==> src/design/fpsm_pkg.sv <==
// ----------------------------------------------------------------------------
// fpsm_pkg: shared types and constants of the flywheel pulse and stroke monitor
// Beat formats, register indexes, reset values and widths of the shared units.
// ----------------------------------------------------------------------------
`default_nettype none

package fpsm_pkg;

  localparam int SAMPLE_BITS = 12;
  localparam int TIME_BITS   = 32;

  // Configuration register widths and port width.
  localparam int THR_W  = 12;
  localparam int HYS_W  = 11;
  localparam int CFG_W  = 24;
  localparam int IDX_W  = 3;

  // Comparator width: wide enough for a sample plus the hysteresis.
  localparam int CMP_W = ((SAMPLE_BITS > THR_W) ? SAMPLE_BITS : THR_W) + 1;

  // Register indexes.
  localparam logic [IDX_W-1:0] REG_LIGHT_THRESHOLD    = 3'd0;
  localparam logic [IDX_W-1:0] REG_LIGHT_HYSTERESIS   = 3'd1;
  localparam logic [IDX_W-1:0] REG_METRES_PER_PULSE   = 3'd2;
  localparam logic [IDX_W-1:0] REG_CALORIES_PER_METRE = 3'd3;
  localparam logic [IDX_W-1:0] REG_STROKE_GAP_TICKS   = 3'd4;
  localparam logic [IDX_W-1:0] REG_IDLE_TIMEOUT_TICKS = 3'd5;

  // Register reset values.
  localparam logic [THR_W-1:0] RST_LIGHT_THRESHOLD    = 12'd2048;
  localparam logic [HYS_W-1:0] RST_LIGHT_HYSTERESIS   = 11'd100;
  localparam logic [23:0]      RST_METRES_PER_PULSE   = 24'd6554;
  localparam logic [23:0]      RST_CALORIES_PER_METRE = 24'd3932;
  localparam logic [15:0]      RST_STROKE_GAP_TICKS   = 16'd300;
  localparam logic [15:0]      RST_IDLE_TIMEOUT_TICKS = 16'd3000;

  // Serial divider: dividend is metres_per_pulse * 1000 (34 bits) or the rate numerator.
  localparam int DIV_W     = 34;
  localparam int DIV_CNT_W = $clog2(DIV_W);
  // 60000 strokes per minute in Q8.
  localparam logic [DIV_W-1:0] RATE_NUM = 34'd15360000;

  // Serial multiplier: 40-bit distance by 24-bit calories per metre.
  localparam int MUL_A_W   = 40;
  localparam int MUL_B_W   = 24;
  localparam int MUL_P_W   = MUL_A_W + MUL_B_W;
  localparam int MUL_CNT_W = $clog2(MUL_B_W);

  typedef struct packed {
    logic [SAMPLE_BITS-1:0] light_sample;
    logic                   running;
    logic                   clear_session;
  } tick_t;

  typedef struct packed {
    logic [39:0] distance_q16;
    logic [39:0] calories_q16;
    logic [23:0] speed_q16;
    logic [23:0] stroke_rate_q8;
    logic [23:0] stroke_total;
    logic [31:0] pulse_total;
    logic        pulse_now;
    logic        stroke_active;
  } report_t;

endpackage

`default_nettype wire

==> src/design/fpsm_div.sv <==
// ----------------------------------------------------------------------------
// fpsm_div: serial restoring divider
// One quotient bit a cycle; the quotient is saturated to 24 bits.
// ----------------------------------------------------------------------------
`default_nettype none

module fpsm_div
  import fpsm_pkg::*;
(
  input  wire logic                 clk,
  input  wire logic                 rst,
  input  wire logic                 start,
  input  wire logic [DIV_W-1:0]     dividend,
  input  wire logic [TIME_BITS-1:0] divisor,
  output logic                      done,
  output logic [23:0]               quotient
);

  logic                 busy;
  logic [DIV_CNT_W-1:0] cnt;
  logic [TIME_BITS-1:0] divr;
  logic [TIME_BITS-1:0] rem;
  logic [DIV_W-1:0]     quo;
  logic [TIME_BITS:0]   rem_sh;
  logic                 ge;
  logic [TIME_BITS:0]   rem_sub;

  assign rem_sh  = {rem, quo[DIV_W-1]};
  assign ge      = rem_sh >= {1'b0, divr};
  assign rem_sub = rem_sh - {1'b0, divr};

  always_ff @(posedge clk) begin
    if (rst) begin
      busy <= 1'b0;
      done <= 1'b0;
      cnt  <= '0;
    end else begin
      done <= !start && busy && (cnt == DIV_CNT_W'(DIV_W - 1));
      if (start) begin
        busy <= 1'b1;
        cnt  <= '0;
      end else if (busy) begin
        cnt <= cnt + 1'b1;
        if (cnt == DIV_CNT_W'(DIV_W - 1)) begin
          busy <= 1'b0;
        end
      end
    end
  end

  always_ff @(posedge clk) begin
    if (start) begin
      divr <= divisor;
      rem  <= '0;
      quo  <= dividend;
    end else if (busy) begin
      rem <= ge ? rem_sub[TIME_BITS-1:0] : rem_sh[TIME_BITS-1:0];
      quo <= {quo[DIV_W-2:0], ge};
    end
  end

  // Saturate anything above 24 bits.
  assign quotient = (|quo[DIV_W-1:24]) ? 24'hFFFFFF : quo[23:0];

endmodule

`default_nettype wire

==> src/design/fpsm_mul.sv <==
// ----------------------------------------------------------------------------
// fpsm_mul: serial shift-and-add multiplier
// Multiplier bits are taken most significant first, one a cycle.
// ----------------------------------------------------------------------------
`default_nettype none

module fpsm_mul
  import fpsm_pkg::*;
(
  input  wire logic               clk,
  input  wire logic               rst,
  input  wire logic               start,
  input  wire logic [MUL_A_W-1:0] a,
  input  wire logic [MUL_B_W-1:0] b,
  output logic                    done,
  output logic [MUL_P_W-1:0]      product
);

  logic                 busy;
  logic [MUL_CNT_W-1:0] cnt;
  logic [MUL_A_W-1:0]   a_reg;
  logic [MUL_B_W-1:0]   b_sh;

  always_ff @(posedge clk) begin
    if (rst) begin
      busy <= 1'b0;
      done <= 1'b0;
      cnt  <= '0;
    end else begin
      done <= !start && busy && (cnt == MUL_CNT_W'(MUL_B_W - 1));
      if (start) begin
        busy <= 1'b1;
        cnt  <= '0;
      end else if (busy) begin
        cnt <= cnt + 1'b1;
        if (cnt == MUL_CNT_W'(MUL_B_W - 1)) begin
          busy <= 1'b0;
        end
      end
    end
  end

  always_ff @(posedge clk) begin
    if (start) begin
      a_reg   <= a;
      b_sh    <= b;
      product <= '0;
    end else if (busy) begin
      product <= {product[MUL_P_W-2:0], 1'b0} +
                 (b_sh[MUL_B_W-1] ? MUL_P_W'(a_reg) : '0);
      b_sh    <= {b_sh[MUL_B_W-2:0], 1'b0};
    end
  end

endmodule

`default_nettype wire

==> src/design/flywheel_pulse_stroke_monitor.sv <==
// ----------------------------------------------------------------------------
// flywheel_pulse_stroke_monitor: paddle pulse, distance and stroke monitor
// Takes one beat per millisecond tick and returns one report beat for it.
// ----------------------------------------------------------------------------
//
//  Channel  | Direction | Handshake                  | Beat
//  ---------+-----------+----------------------------+----------------------
//  tick     | in        | tick_valid / tick_stall    | tick_t (sample, flags)
//  report   | out       | report_valid / report_stall| report_t (totals)
//  cfg      | in        | cfg_we (no handshake back) | cfg_index, cfg_data
//
//  The comparator and counters are updated at the edge that accepts a tick.
//  After it, the serial divider (start, 34 quotient bits, done) works out
//  the speed and then the stroke rate when a pulse calls for them, the
//  serial multiplier (start, 24 product bits, done) works out calories on
//  every tick, and then the report is loaded. The next tick can be taken
//  in the cycle after the load.
//  Reset is synchronous and restores the register defaults and clears all
//  session state and the tick counter. tick_stall is high while a tick is
//  being worked on; a finished report waits in its register while report_stall
//  is high, and the next tick may be taken meanwhile.
// ----------------------------------------------------------------------------
`default_nettype none

module flywheel_pulse_stroke_monitor
  import fpsm_pkg::*;
(
  input  wire logic             clk,
  input  wire logic             rst,
  input  wire logic             tick_valid,
  output logic                  tick_stall,
  input  wire tick_t            tick,
  output logic                  report_valid,
  input  wire logic             report_stall,
  output report_t               report,
  input  wire logic             cfg_we,
  input  wire logic [IDX_W-1:0] cfg_index,
  input  wire logic [CFG_W-1:0] cfg_data
);

  localparam int TB = TIME_BITS;

  // Sequencer states.
  localparam logic [2:0] ST_IDLE = 3'd0;
  localparam logic [2:0] ST_SPD  = 3'd1;
  localparam logic [2:0] ST_RATE = 3'd2;
  localparam logic [2:0] ST_CAL  = 3'd3;
  localparam logic [2:0] ST_OUT  = 3'd4;

  // Configuration registers.
  logic [THR_W-1:0] light_threshold;
  logic [HYS_W-1:0] light_hysteresis;
  logic [23:0]      metres_per_pulse;
  logic [23:0]      calories_per_metre;
  logic [15:0]      stroke_gap_ticks;
  logic [15:0]      idle_timeout_ticks;

  // Session state.
  logic [TB-1:0] tick_counter;
  logic          light_blocked;
  logic [TB-1:0] pulse_time;
  logic          pulse_time_valid;
  logic [TB-1:0] pulse_interval;
  logic [31:0]   pulse_count;
  logic [39:0]   distance_acc;
  logic [23:0]   speed_reg;
  logic [23:0]   rate_reg;
  logic [23:0]   stroke_count;
  logic          in_stroke;
  logic [TB-1:0] stroke_start_time;
  logic          stroke_time_valid;

  // Per-tick working registers.
  logic [2:0]    state;
  logic          launched;
  logic          pulse_now;
  logic          do_rate;
  logic [TB-1:0] stroke_interval;
  logic [39:0]   calories;

  // Next values computed in the accept cycle.
  logic          light_blocked_next;
  logic [TB-1:0] pulse_time_next;
  logic          pulse_time_valid_next;
  logic [TB-1:0] pulse_interval_next;
  logic [31:0]   pulse_count_next;
  logic [39:0]   distance_acc_next;
  logic [23:0]   speed_reg_next;
  logic [23:0]   rate_reg_next;
  logic [23:0]   stroke_count_next;
  logic          in_stroke_next;
  logic [TB-1:0] stroke_start_time_next;
  logic          stroke_time_valid_next;
  logic          pulse_now_next;
  logic          do_speed_next;
  logic          do_rate_next;
  logic [TB-1:0] stroke_interval_next;

  logic          accept;
  logic          report_load;
  logic [TB-1:0] now;
  logic [CMP_W-1:0] sample_ext;
  logic [CMP_W-1:0] sample_plus_hys;
  logic [CMP_W-1:0] thr_ext;
  logic [CMP_W-1:0] thr_plus_hys;
  logic [40:0]   dist_sum;
  logic [TB-1:0] stroke_since;
  logic [TB-1:0] quiet;

  // Arithmetic units: the divider is shared by speed and stroke rate.
  logic             div_start;
  logic [DIV_W-1:0] div_dividend;
  logic [TB-1:0]    div_divisor;
  logic             div_done;
  logic [23:0]      div_quotient;
  logic [DIV_W-1:0] speed_num;
  logic             mul_start;
  logic             mul_done;
  logic [MUL_P_W-1:0] mul_product;

  assign accept      = tick_valid && !tick_stall;
  assign tick_stall  = (state != ST_IDLE);
  assign now         = tick_counter;
  // The report register is loaded when it is free or being emptied this cycle.
  assign report_load = (state == ST_OUT) && (!report_valid || !report_stall);

  // ---------------------------------------------------------------------------
  // Configuration writes. Indexes beyond the list are ignored.
  // ---------------------------------------------------------------------------
  always_ff @(posedge clk) begin
    if (rst) begin
      light_threshold    <= RST_LIGHT_THRESHOLD;
      light_hysteresis   <= RST_LIGHT_HYSTERESIS;
      metres_per_pulse   <= RST_METRES_PER_PULSE;
      calories_per_metre <= RST_CALORIES_PER_METRE;
      stroke_gap_ticks   <= RST_STROKE_GAP_TICKS;
      idle_timeout_ticks <= RST_IDLE_TIMEOUT_TICKS;
    end else if (cfg_we) begin
      case (cfg_index)
        REG_LIGHT_THRESHOLD:    light_threshold    <= cfg_data[THR_W-1:0];
        REG_LIGHT_HYSTERESIS:   light_hysteresis   <= cfg_data[HYS_W-1:0];
        REG_METRES_PER_PULSE:   metres_per_pulse   <= cfg_data[23:0];
        REG_CALORIES_PER_METRE: calories_per_metre <= cfg_data[23:0];
        REG_STROKE_GAP_TICKS:   stroke_gap_ticks   <= cfg_data[15:0];
        REG_IDLE_TIMEOUT_TICKS: idle_timeout_ticks <= cfg_data[15:0];
        default: ;
      endcase
    end
  end

  // ---------------------------------------------------------------------------
  // Accept-cycle step: session clear, comparator with hysteresis, pulse
  // bookkeeping, stroke entry and the gap and idle timeouts. The two
  // divisions are only flagged here and are carried out afterwards.
  // ---------------------------------------------------------------------------
  assign sample_ext      = CMP_W'(tick.light_sample);
  assign thr_ext         = CMP_W'(light_threshold);
  // sample < threshold - hysteresis, rewritten so that nothing goes negative.
  assign sample_plus_hys = sample_ext + CMP_W'(light_hysteresis);
  assign thr_plus_hys    = thr_ext + CMP_W'(light_hysteresis);

  always_comb begin
    // A clear empties the session before the tick is processed.
    light_blocked_next     = tick.clear_session ? 1'b0 : light_blocked;
    pulse_time_next        = tick.clear_session ? '0   : pulse_time;
    pulse_time_valid_next  = tick.clear_session ? 1'b0 : pulse_time_valid;
    pulse_interval_next    = tick.clear_session ? '0   : pulse_interval;
    pulse_count_next       = tick.clear_session ? '0   : pulse_count;
    distance_acc_next      = tick.clear_session ? '0   : distance_acc;
    speed_reg_next         = tick.clear_session ? '0   : speed_reg;
    rate_reg_next          = tick.clear_session ? '0   : rate_reg;
    stroke_count_next      = tick.clear_session ? '0   : stroke_count;
    in_stroke_next         = tick.clear_session ? 1'b0 : in_stroke;
    stroke_start_time_next = tick.clear_session ? '0   : stroke_start_time;
    stroke_time_valid_next = tick.clear_session ? 1'b0 : stroke_time_valid;

    pulse_now_next       = 1'b0;
    do_speed_next        = 1'b0;
    do_rate_next         = 1'b0;
    stroke_interval_next = stroke_interval;
    dist_sum             = {1'b0, distance_acc_next} + 41'(metres_per_pulse);
    stroke_since         = now - stroke_start_time_next;
    quiet                = '0;

    if (tick.running) begin
      if (!light_blocked_next && (sample_plus_hys < thr_ext)) begin
        light_blocked_next = 1'b1;
        pulse_now_next     = 1'b1;
      end else if (light_blocked_next && (sample_ext > thr_plus_hys)) begin
        light_blocked_next = 1'b0;
      end

      if (pulse_now_next) begin
        if (pulse_time_valid_next) begin
          pulse_interval_next = now - pulse_time_next;
        end
        pulse_time_next       = now;
        pulse_time_valid_next = 1'b1;
        pulse_count_next      = pulse_count_next + 32'd1;
        distance_acc_next     = dist_sum[40] ? 40'hFFFFFFFFFF : dist_sum[39:0];
        do_speed_next         = (pulse_interval_next != '0);

        if (!in_stroke_next) begin
          in_stroke_next         = 1'b1;
          do_rate_next           = stroke_time_valid_next && (stroke_since != '0);
          stroke_interval_next   = stroke_since;
          stroke_start_time_next = now;
          stroke_time_valid_next = 1'b1;
          stroke_count_next      = stroke_count_next + 24'd1;
        end
      end

      // After a pulse on this tick the silence is zero, so neither timeout
      // can fire on the same tick as a division.
      if (pulse_time_valid_next) begin
        quiet = now - pulse_time_next;
        if (in_stroke_next && (quiet > TB'(stroke_gap_ticks))) begin
          in_stroke_next = 1'b0;
        end
        if (quiet > TB'(idle_timeout_ticks)) begin
          speed_reg_next = '0;
          rate_reg_next  = '0;
        end
      end
    end
  end

  // ---------------------------------------------------------------------------
  // Sequencer. Each arithmetic phase issues one start to its unit and
  // waits for the unit's done.
  // ---------------------------------------------------------------------------
  // metres_per_pulse * 1000 as 1024x - 16x - 8x.
  assign speed_num = (DIV_W'(metres_per_pulse) << 10) - (DIV_W'(metres_per_pulse) << 4) -
                     (DIV_W'(metres_per_pulse) << 3);

  assign div_start    = ((state == ST_SPD) || (state == ST_RATE)) && !launched;
  assign div_dividend = (state == ST_SPD) ? speed_num : RATE_NUM;
  assign div_divisor  = (state == ST_SPD) ? pulse_interval : stroke_interval;
  assign mul_start    = (state == ST_CAL) && !launched;

  always_ff @(posedge clk) begin
    if (rst) begin
      state             <= ST_IDLE;
      launched          <= 1'b0;
      report_valid      <= 1'b0;
      tick_counter      <= '0;
      light_blocked     <= 1'b0;
      pulse_time        <= '0;
      pulse_time_valid  <= 1'b0;
      pulse_interval    <= '0;
      pulse_count       <= '0;
      distance_acc      <= '0;
      speed_reg         <= '0;
      rate_reg          <= '0;
      stroke_count      <= '0;
      in_stroke         <= 1'b0;
      stroke_start_time <= '0;
      stroke_time_valid <= 1'b0;
      do_rate           <= 1'b0;
    end else begin
      if (report_load) begin
        report_valid <= 1'b1;
      end else if (!report_stall) begin
        report_valid <= 1'b0;
      end

      case (state)
        ST_IDLE: begin
          if (accept) begin
            tick_counter      <= now + 1'b1;
            light_blocked     <= light_blocked_next;
            pulse_time        <= pulse_time_next;
            pulse_time_valid  <= pulse_time_valid_next;
            pulse_interval    <= pulse_interval_next;
            pulse_count       <= pulse_count_next;
            distance_acc      <= distance_acc_next;
            speed_reg         <= speed_reg_next;
            rate_reg          <= rate_reg_next;
            stroke_count      <= stroke_count_next;
            in_stroke         <= in_stroke_next;
            stroke_start_time <= stroke_start_time_next;
            stroke_time_valid <= stroke_time_valid_next;
            do_rate           <= do_rate_next;
            launched          <= 1'b0;
            if (do_speed_next) begin
              state <= ST_SPD;
            end else if (do_rate_next) begin
              state <= ST_RATE;
            end else begin
              state <= ST_CAL;
            end
          end
        end
        ST_SPD: begin
          if (!launched) begin
            launched <= 1'b1;
          end else if (div_done) begin
            speed_reg <= div_quotient;
            launched  <= 1'b0;
            state     <= do_rate ? ST_RATE : ST_CAL;
          end
        end
        ST_RATE: begin
          if (!launched) begin
            launched <= 1'b1;
          end else if (div_done) begin
            rate_reg <= div_quotient;
            launched <= 1'b0;
            state    <= ST_CAL;
          end
        end
        ST_CAL: begin
          if (!launched) begin
            launched <= 1'b1;
          end else if (mul_done) begin
            launched <= 1'b0;
            state    <= ST_OUT;
          end
        end
        ST_OUT: begin
          // Load the report once the register is free or being emptied.
          if (report_load) begin
            state <= ST_IDLE;
          end
        end
        default: begin
          state    <= ST_IDLE;
          launched <= 1'b0;
        end
      endcase
    end
  end

  // Per-tick payload registers.
  always_ff @(posedge clk) begin
    if ((state == ST_IDLE) && accept) begin
      pulse_now       <= pulse_now_next;
      stroke_interval <= stroke_interval_next;
    end
    if ((state == ST_CAL) && launched && mul_done) begin
      // Calories are the product shifted down by 16, saturated to 40 bits.
      calories <= (|mul_product[MUL_P_W-1:56]) ? 40'hFFFFFFFFFF : mul_product[55:16];
    end
    if (report_load) begin
      report.distance_q16   <= distance_acc;
      report.calories_q16   <= calories;
      report.speed_q16      <= speed_reg;
      report.stroke_rate_q8 <= rate_reg;
      report.stroke_total   <= stroke_count;
      report.pulse_total    <= pulse_count;
      report.pulse_now      <= pulse_now;
      report.stroke_active  <= in_stroke;
    end
  end

  fpsm_div u_div (
    .clk      (clk),
    .rst      (rst),
    .start    (div_start),
    .dividend (div_dividend),
    .divisor  (div_divisor),
    .done     (div_done),
    .quotient (div_quotient)
  );

  fpsm_mul u_mul (
    .clk     (clk),
    .rst     (rst),
    .start   (mul_start),
    .a       (distance_acc),
    .b       (calories_per_metre),
    .done    (mul_done),
    .product (mul_product)
  );

endmodule

`default_nettype wire
==> config.mk <==
export PLATFORM = sky130hd
export DESIGN_NAME = flywheel_pulse_stroke_monitor
export DESIGN_NICKNAME = d
export VERILOG_FILES = /design/src/design/fpsm_pkg.sv /design/src/design/fpsm_div.sv /design/src/design/fpsm_mul.sv /design/src/design/flywheel_pulse_stroke_monitor.sv
export SDC_FILE = /design/constraint.sdc
export NUM_CORES = 2
export LEC_CHECK = 0
export BUFFER_PORTS_ARGS = -buffer_cell sky130_fd_sc_hd__buf_2
export CORE_MARGIN = 2
export CORE_UTILIZATION = 35
export CTS_CLUSTER_SIZE = 25
export DETAILED_ROUTE_END_ITERATION = 6
export GPL_ROUTABILITY_DRIVEN = 0
export PLACE_DENSITY = 0.51
export SKIP_LAST_GASP = 1
export SLEW_MARGIN = 20
export SYNTH_ARGS = -nofsm -noshare
export SYNTH_HDL_FRONTEND = slang
export SYNTH_SLANG_ARGS = --single-unit
==> constraint.sdc <==
create_clock -name clk -period 23.8 [get_ports clk]
set_input_delay 2.38 -clock clk [delete_from_list [all_inputs] [get_ports clk]]
set_output_delay 2.38 -clock clk [all_outputs]
set_load 0.1 [all_outputs]
[Yosys cells after proc, flatten, opt, wreduce, memory -nomap -nowiden]
Cells that the tools add are included.
Cells by class
  bitwise gates (word level): 2
  reductions and logical operators: 50
  $lt $le $gt $ge: 5
  equal/unequal tests: 20
  add/sub/neg operators: 15
  mux-type cells: 99
Operator list (count)
  two-way mux 32 bit: 19
  two-way mux 24 bit: 19
  two-way mux 40 bit: 5
  subtractor 32 bit: 4
  two-way mux 34 bit: 3
  one-hot mux 24 bit (2 select lines): 2
  adder 32 x 1 -> 32 bit, second input constant: 2
  adder 64 bit: 1
  > comparator 32 x 16 -> 1 bit: 2
  nonzero test 32 bit: 2
  adder 40 x 24 -> 41 bit: 1
  two-way mux 1 bit: 40
  subtractor 34 x 27 -> 34 bit: 1
  subtractor 34 x 28 -> 34 bit: 1
  greater-or-equal comparator 33 x 32 -> 1 bit: 1
  adder 12 x 11 -> 13 bit: 2
  adder 24 x 1 -> 24 bit, second input constant: 1
  two-way mux 3 bit: 8
  AND reduction 2 bit: 8
  logical AND 1 bit: 15
  one-hot mux 3 bit (5 select lines): 1
  > comparator 12 x 13 -> 1 bit: 1
  < comparator 13 x 12 -> 1 bit: 1
  == test 3 x 2 -> 1 bit, second input constant: 4
  other kinds (21): 47
Storage, ports and cells
  flip-flop bits (word level): 885
  output and inout port bits: 188

[Logic depth before layout (Yosys ltp)]
  depth after elaboration: 14
  gate-level depth with buffers: 44
  depth with buffers taken out: 40

[Modules after synthesis]
Synthesis repeated with hierarchy kept, for this count alone.
Second synthesis, totals
  cells, all modules: 5495
  area total of the unflattened synthesis: 49956.7 µm²
By module, submodules not included
  flywheel_pulse_stroke_monitor: area each 35602.9 µm², instances 1, cells an instance 4001
  fpsm_mul: area each 8032.7 µm², instances 1, cells an instance 869
  fpsm_div: area each 6321.1 µm², instances 1, cells an instance 625

[Worst setup path before layout]
No wires, ideal clock.
  kind: input to register
  from: in report_stall
  to: reg report[0] (netlist name), enable pin
  library setup time: 0.794 ns
  stages on the path: 1
  slack: 11.678 ns
  arrival time: 11.328 ns
  path buffers: 0
  cells stage by stage: a21oi_1
On the way
  cells in the longest elaborated chain, start to end: 3
Ends and longest elaborated chain
  from (decl): RTL line flywheel_pulse_stroke_monitor.sv:34  | input wire logic report_stall,
  zero test 1 bit
  logical OR 1 bit: RTL line flywheel_pulse_stroke_monitor.sv:125  | assign report_load = (state == ST_OUT) && (!report_valid || !report_stall);
  logical AND 1 bit: RTL line flywheel_pulse_stroke_monitor.sv:125
  to (decl): RTL line flywheel_pulse_stroke_monitor.sv:35  | output report_t report,
No other way between the ends.
A chain may end at the register's enable or synchronous reset.

[Worst setup path after layout]
  from: in tick[3] (netlist name)
  to: reg rate_reg[0]
On the way
  cells in the longest elaborated chain, start to end: 14
  elaborated cells on any way between the ends: 16
Ends and longest elaborated chain
  from (decl): RTL line flywheel_pulse_stroke_monitor.sv:32  | input wire tick_t tick,
  adder 12 x 11 -> 13 bit *: RTL line flywheel_pulse_stroke_monitor.sv:159  | assign sample_plus_hys = sample_ext + CMP_W'(light_hysteresis);
  < comparator 13 x 12 -> 1 bit *: RTL line flywheel_pulse_stroke_monitor.sv:186  | if (!light_blocked_next && (sample_plus_hys < thr_ext)) begin
  logical AND 1 bit *: RTL line flywheel_pulse_stroke_monitor.sv:186
  two-way mux 1 bit *: RTL line flywheel_pulse_stroke_monitor.sv:186
  two-way mux 1 bit *: RTL line flywheel_pulse_stroke_monitor.sv:185  | if (tick.running) begin
  two-way mux 32 bit: RTL line flywheel_pulse_stroke_monitor.sv:193  | if (pulse_now_next) begin
  two-way mux 32 bit: RTL line flywheel_pulse_stroke_monitor.sv:185
  subtractor 32 bit: RTL line flywheel_pulse_stroke_monitor.sv:216  | quiet = now - pulse_time_next;
  > comparator 32 x 16 -> 1 bit: RTL line flywheel_pulse_stroke_monitor.sv:220  | if (quiet > TB'(idle_timeout_ticks)) begin
  two-way mux 24 bit: RTL line flywheel_pulse_stroke_monitor.sv:220
  two-way mux 24 bit *: RTL line flywheel_pulse_stroke_monitor.sv:215  | if (pulse_time_valid_next) begin
  two-way mux 24 bit *: RTL line flywheel_pulse_stroke_monitor.sv:185
  two-way mux 24 bit *: RTL line flywheel_pulse_stroke_monitor.sv:269  | if (accept) begin
  one-hot mux 24 bit (2 select lines) *: RTL line flywheel_pulse_stroke_monitor.sv:267  | case (state)
  to (signal assigned): RTL line flywheel_pulse_stroke_monitor.sv:278  | rate_reg <= rate_reg_next;
  to (signal assigned): RTL line flywheel_pulse_stroke_monitor.sv:307  | rate_reg <= div_quotient;
  to (decl): RTL line flywheel_pulse_stroke_monitor.sv:67  | logic [23:0] rate_reg;
Every way passes the cells marked *; elsewhere a longest branch is shown, timed or not. The select of a mux whose other input is x is not followed.

==> flow_metrics.py <==
metrics = {
    "placed_design": {
        "port-buffer-count": 233,
        "hpwl_um": 101000,
        "dpl_cell_area_mm2": 0.0519,
        "post-place-ws_ps": 12490,
    },
    "synth": {
        "yosysSeqAreaShare_pct": 44.2,
        "synth.area.top_cells": "edfxtp_1 24%, dfxtp_1 20%, ha_1 7.6%",
        "synth_area_mm2": 0.0489,
        "yosys_warnings": 0,
        "ys_types": 101,
        "synth_top_area_cell": "edfxtp_1",
        "syn_nets": 5702,
        "synth_edf_count": 389,
        "ys_ff_latch": 885,
        "syn_inst": 5334,
        "synth_top_area_share_pct": 23.9,
        "synth.avg_cell_area_um2": 9.16,
        "ys.flop_type": "dfxtp_1",
        "synthArstFlopShare_pct": 0,
    },
    "sta": {
        "fmax_mhz": 94.0,
        "setup_viol": 0,
        "finalHoldViolCount": 0,
        "fin_crit_sh_pct": 44.7,
        "worst_hold_slack_ps": 416,
        "worstMarginPinSlew_ps": 1140,
        "fin_skew_ps": 40.5,
        "layout_min_cycle_time_ps": 10640,
        "worst_slack_ps": 13160,
        "drv_slew": 0,
        "setup-tns-final_ps": 0,
        "relSlewSlack_pct": 23.9,
        "rsz0062_at_grt": "no",
    },
    "cells_and_area": {
        "layout-drive-gt1-share_pct": 11.1,
        "layout.nets": 5829,
        "n_fill_cell": 13900,
        "final_cell_mix": "680 x nand2_1, 585 x nor2_1, 495 x dfxtp_1",
        "layout_commonest_cell": "nand2_1",
        "ff_latch_area_mm2": 0.0216,
        "reg.largest.list": "report: 186 flops, u_mul.product: 64 flops",
        "top_register": "report",
        "design_area_mm2": 0.0555,
        "largest_reg_flops": 186,
        "multiInputGateArea_mm2": 0.0255,
        "syn2layout_area_growth_pct": 13.5,
    },
    "job": {
        "maxCapViolCount": 0,
    },
    "critical_path": {
        "worst_path_max_delay_cell": "or4_4",
        "crit_fanout": 24,
        "reg2reg_depth": 37,
        "cp.required_ps": 24420,
        "end_kind": "flip-flop",
        "arrival_ps": 11260,
        "start_kind": "input pin",
        "max_stage_delay_ps": 570,
        "path_class": "in -> reg",
        "crit_top_cell": "a21oi_1",
    },
    "floorplanning": {
        "die_h_um": 378,
        "ioPinCount": 234,
        "die-area_mm2": 0.143,
        "rows": 137,
        "initial_core_util_pct": 35.1,
        "die-width_um": 378,
        "core_mm2": 0.139,
    },
    "worst_hold_path": {
        "hold_depth": 0,
        "hold_class": "reg -> reg",
    },
    "clock_network": {
        "cts.htree.levels": 3,
        "cts_sinks": 885,
        "postCtsResizedCells": 0,
        "clk_pin_slew_ps": 60,
        "numCtsBuffers": 99,
        "insertion_delay_ps": 740,
        "cts_root_buffer": "clkbuf_16",
        "clockBufferDepth": 3,
        "cts_tree": "built",
        "post_cts.repair.setup_buffers": 0,
        "postCtsHoldBufs": 0,
    },
    "global_routing": {
        "grt_pass1_vias": 37100,
        "grtUsageTotal_pct": 19.4,
        "grt_pass1_wl_um": 218000,
        "grt_max_degree": 167,
        "gr-total-overflow": 0,
        "antenna_found_initial": 3,
    },
    "pwr": {
        "leakagePower_nw": 21.1,
        "p_total_mw": 5.13,
        "power_per_cell_area_mw_per_mm2": 92.5,
        "ir_drop_uv": 67.8,
    },
    "route": {
        "via_per_inst": 5.28,
        "drc_errors": 0,
        "drtAntennaViolNets": 0,
        "drt_iter0_drc": 2732,
        "vias": 39200,
        "drt_pre_antenna_iters": 6,
        "wire_per_inst_um": 19.1,
        "postRouteWirelength_um": 142000,
    },
    "run_status": {
        "status": "completed",
    },
}
[critical path, delay by kind of cell]
family / cells / cell delay [ps]
compound gates: 20 / 4550
xor+xnor: 2 / 310
fa+ha+maj: 4 / 1090
buf+inv: 3 / 550
mux: 1 / 310
simple gates: 8 / 1990
[cells in the mapped netlist (all sizes together), types with 29 or more instances]
cell and n:
nand2 683, nor2 588, dfxtp 496, a21oi 418
edfxtp 389, ha 298, o21ai 252, clkbuf 209
inv 201, xnor2 166, a21o 117, xor2 112
nand3 104, a22oi 96, nor2b 74, o21a 69
and2 65, mux2i 62, nand4 62, nor3 62
nand2b 61, a31oi 60, buf 52, or2 51
a211oi 41, mux2 41, o211ai 40, and3 39
or3 35, o2111ai 33, a311oi 29
[worst paths after layout]
check	from	end	slack, ps
worst max-delay path	tick[3]	rate_reg[0]$_SDFFE_PP0P_	13160
worst min register to register	calories[17]$_SDFFCE_PP1P_	report[123]$_DFFE_PP_	420
worst max register to register	light_hysteresis[1]$_SDFFE_PP0P_	rate_reg[0]$_SDFFE_PP0P_	14520
worst min-delay path	calories[17]$_SDFFCE_PP1P_	report[123]$_DFFE_PP_	420
[layout make-up]
type	count	share of cell area, %
clock buffer	131	5.01
sequential	885	39.0
clock inverter	56	1.46
multi-input combinational	3987	46.0
inverter	201	1.37
timing repair buffer	287	2.90
tap	1876	4.23
antenna	2	0.00902
[report_power, final]
group	leakage, nW	internal, mW	switching [mW]
logic	12.1	0.571	0.935
registers	7.25	1.82	0.141
clock network	1.75	0.985	0.675
total	21.1	3.38	1.75
[routing by layer]
metal	share of wire, %	GRT usage (%)
met1	46	25.7
met2	47	32.6
met3	3.6	2.12
met4	2.9	6.67
met5	0	0
[logic make-up (layout without fill, tap and decap cells)]
group	count (synthesis)	in the layout	share of synthesized area, %
AO/OA/AOI/OAI	1350	1350	18.0
XOR/XNOR	278	278	4.98
adder cells (fa/ha/maj)	325	325	8.68
buffers and inverters	462	675	3.67
flip-flops	885	885	44.2
multiplexers	103	103	2.21
other	0	2	0
AND/OR/NAND/NOR	1931	1931	18.2
[stage by stage]
step / cells / util [%]
3_3_place_gp: 7236 / 37.3
6_report: 7425 / 39.9
5_1_grt: 7424 / 39.9
4_1_cts: 7423 / 39.9
3_5_place_dp: 7236 / 37.3
2_1_floorplan: 5334 / -
Power figures use the tool's default switching activity.
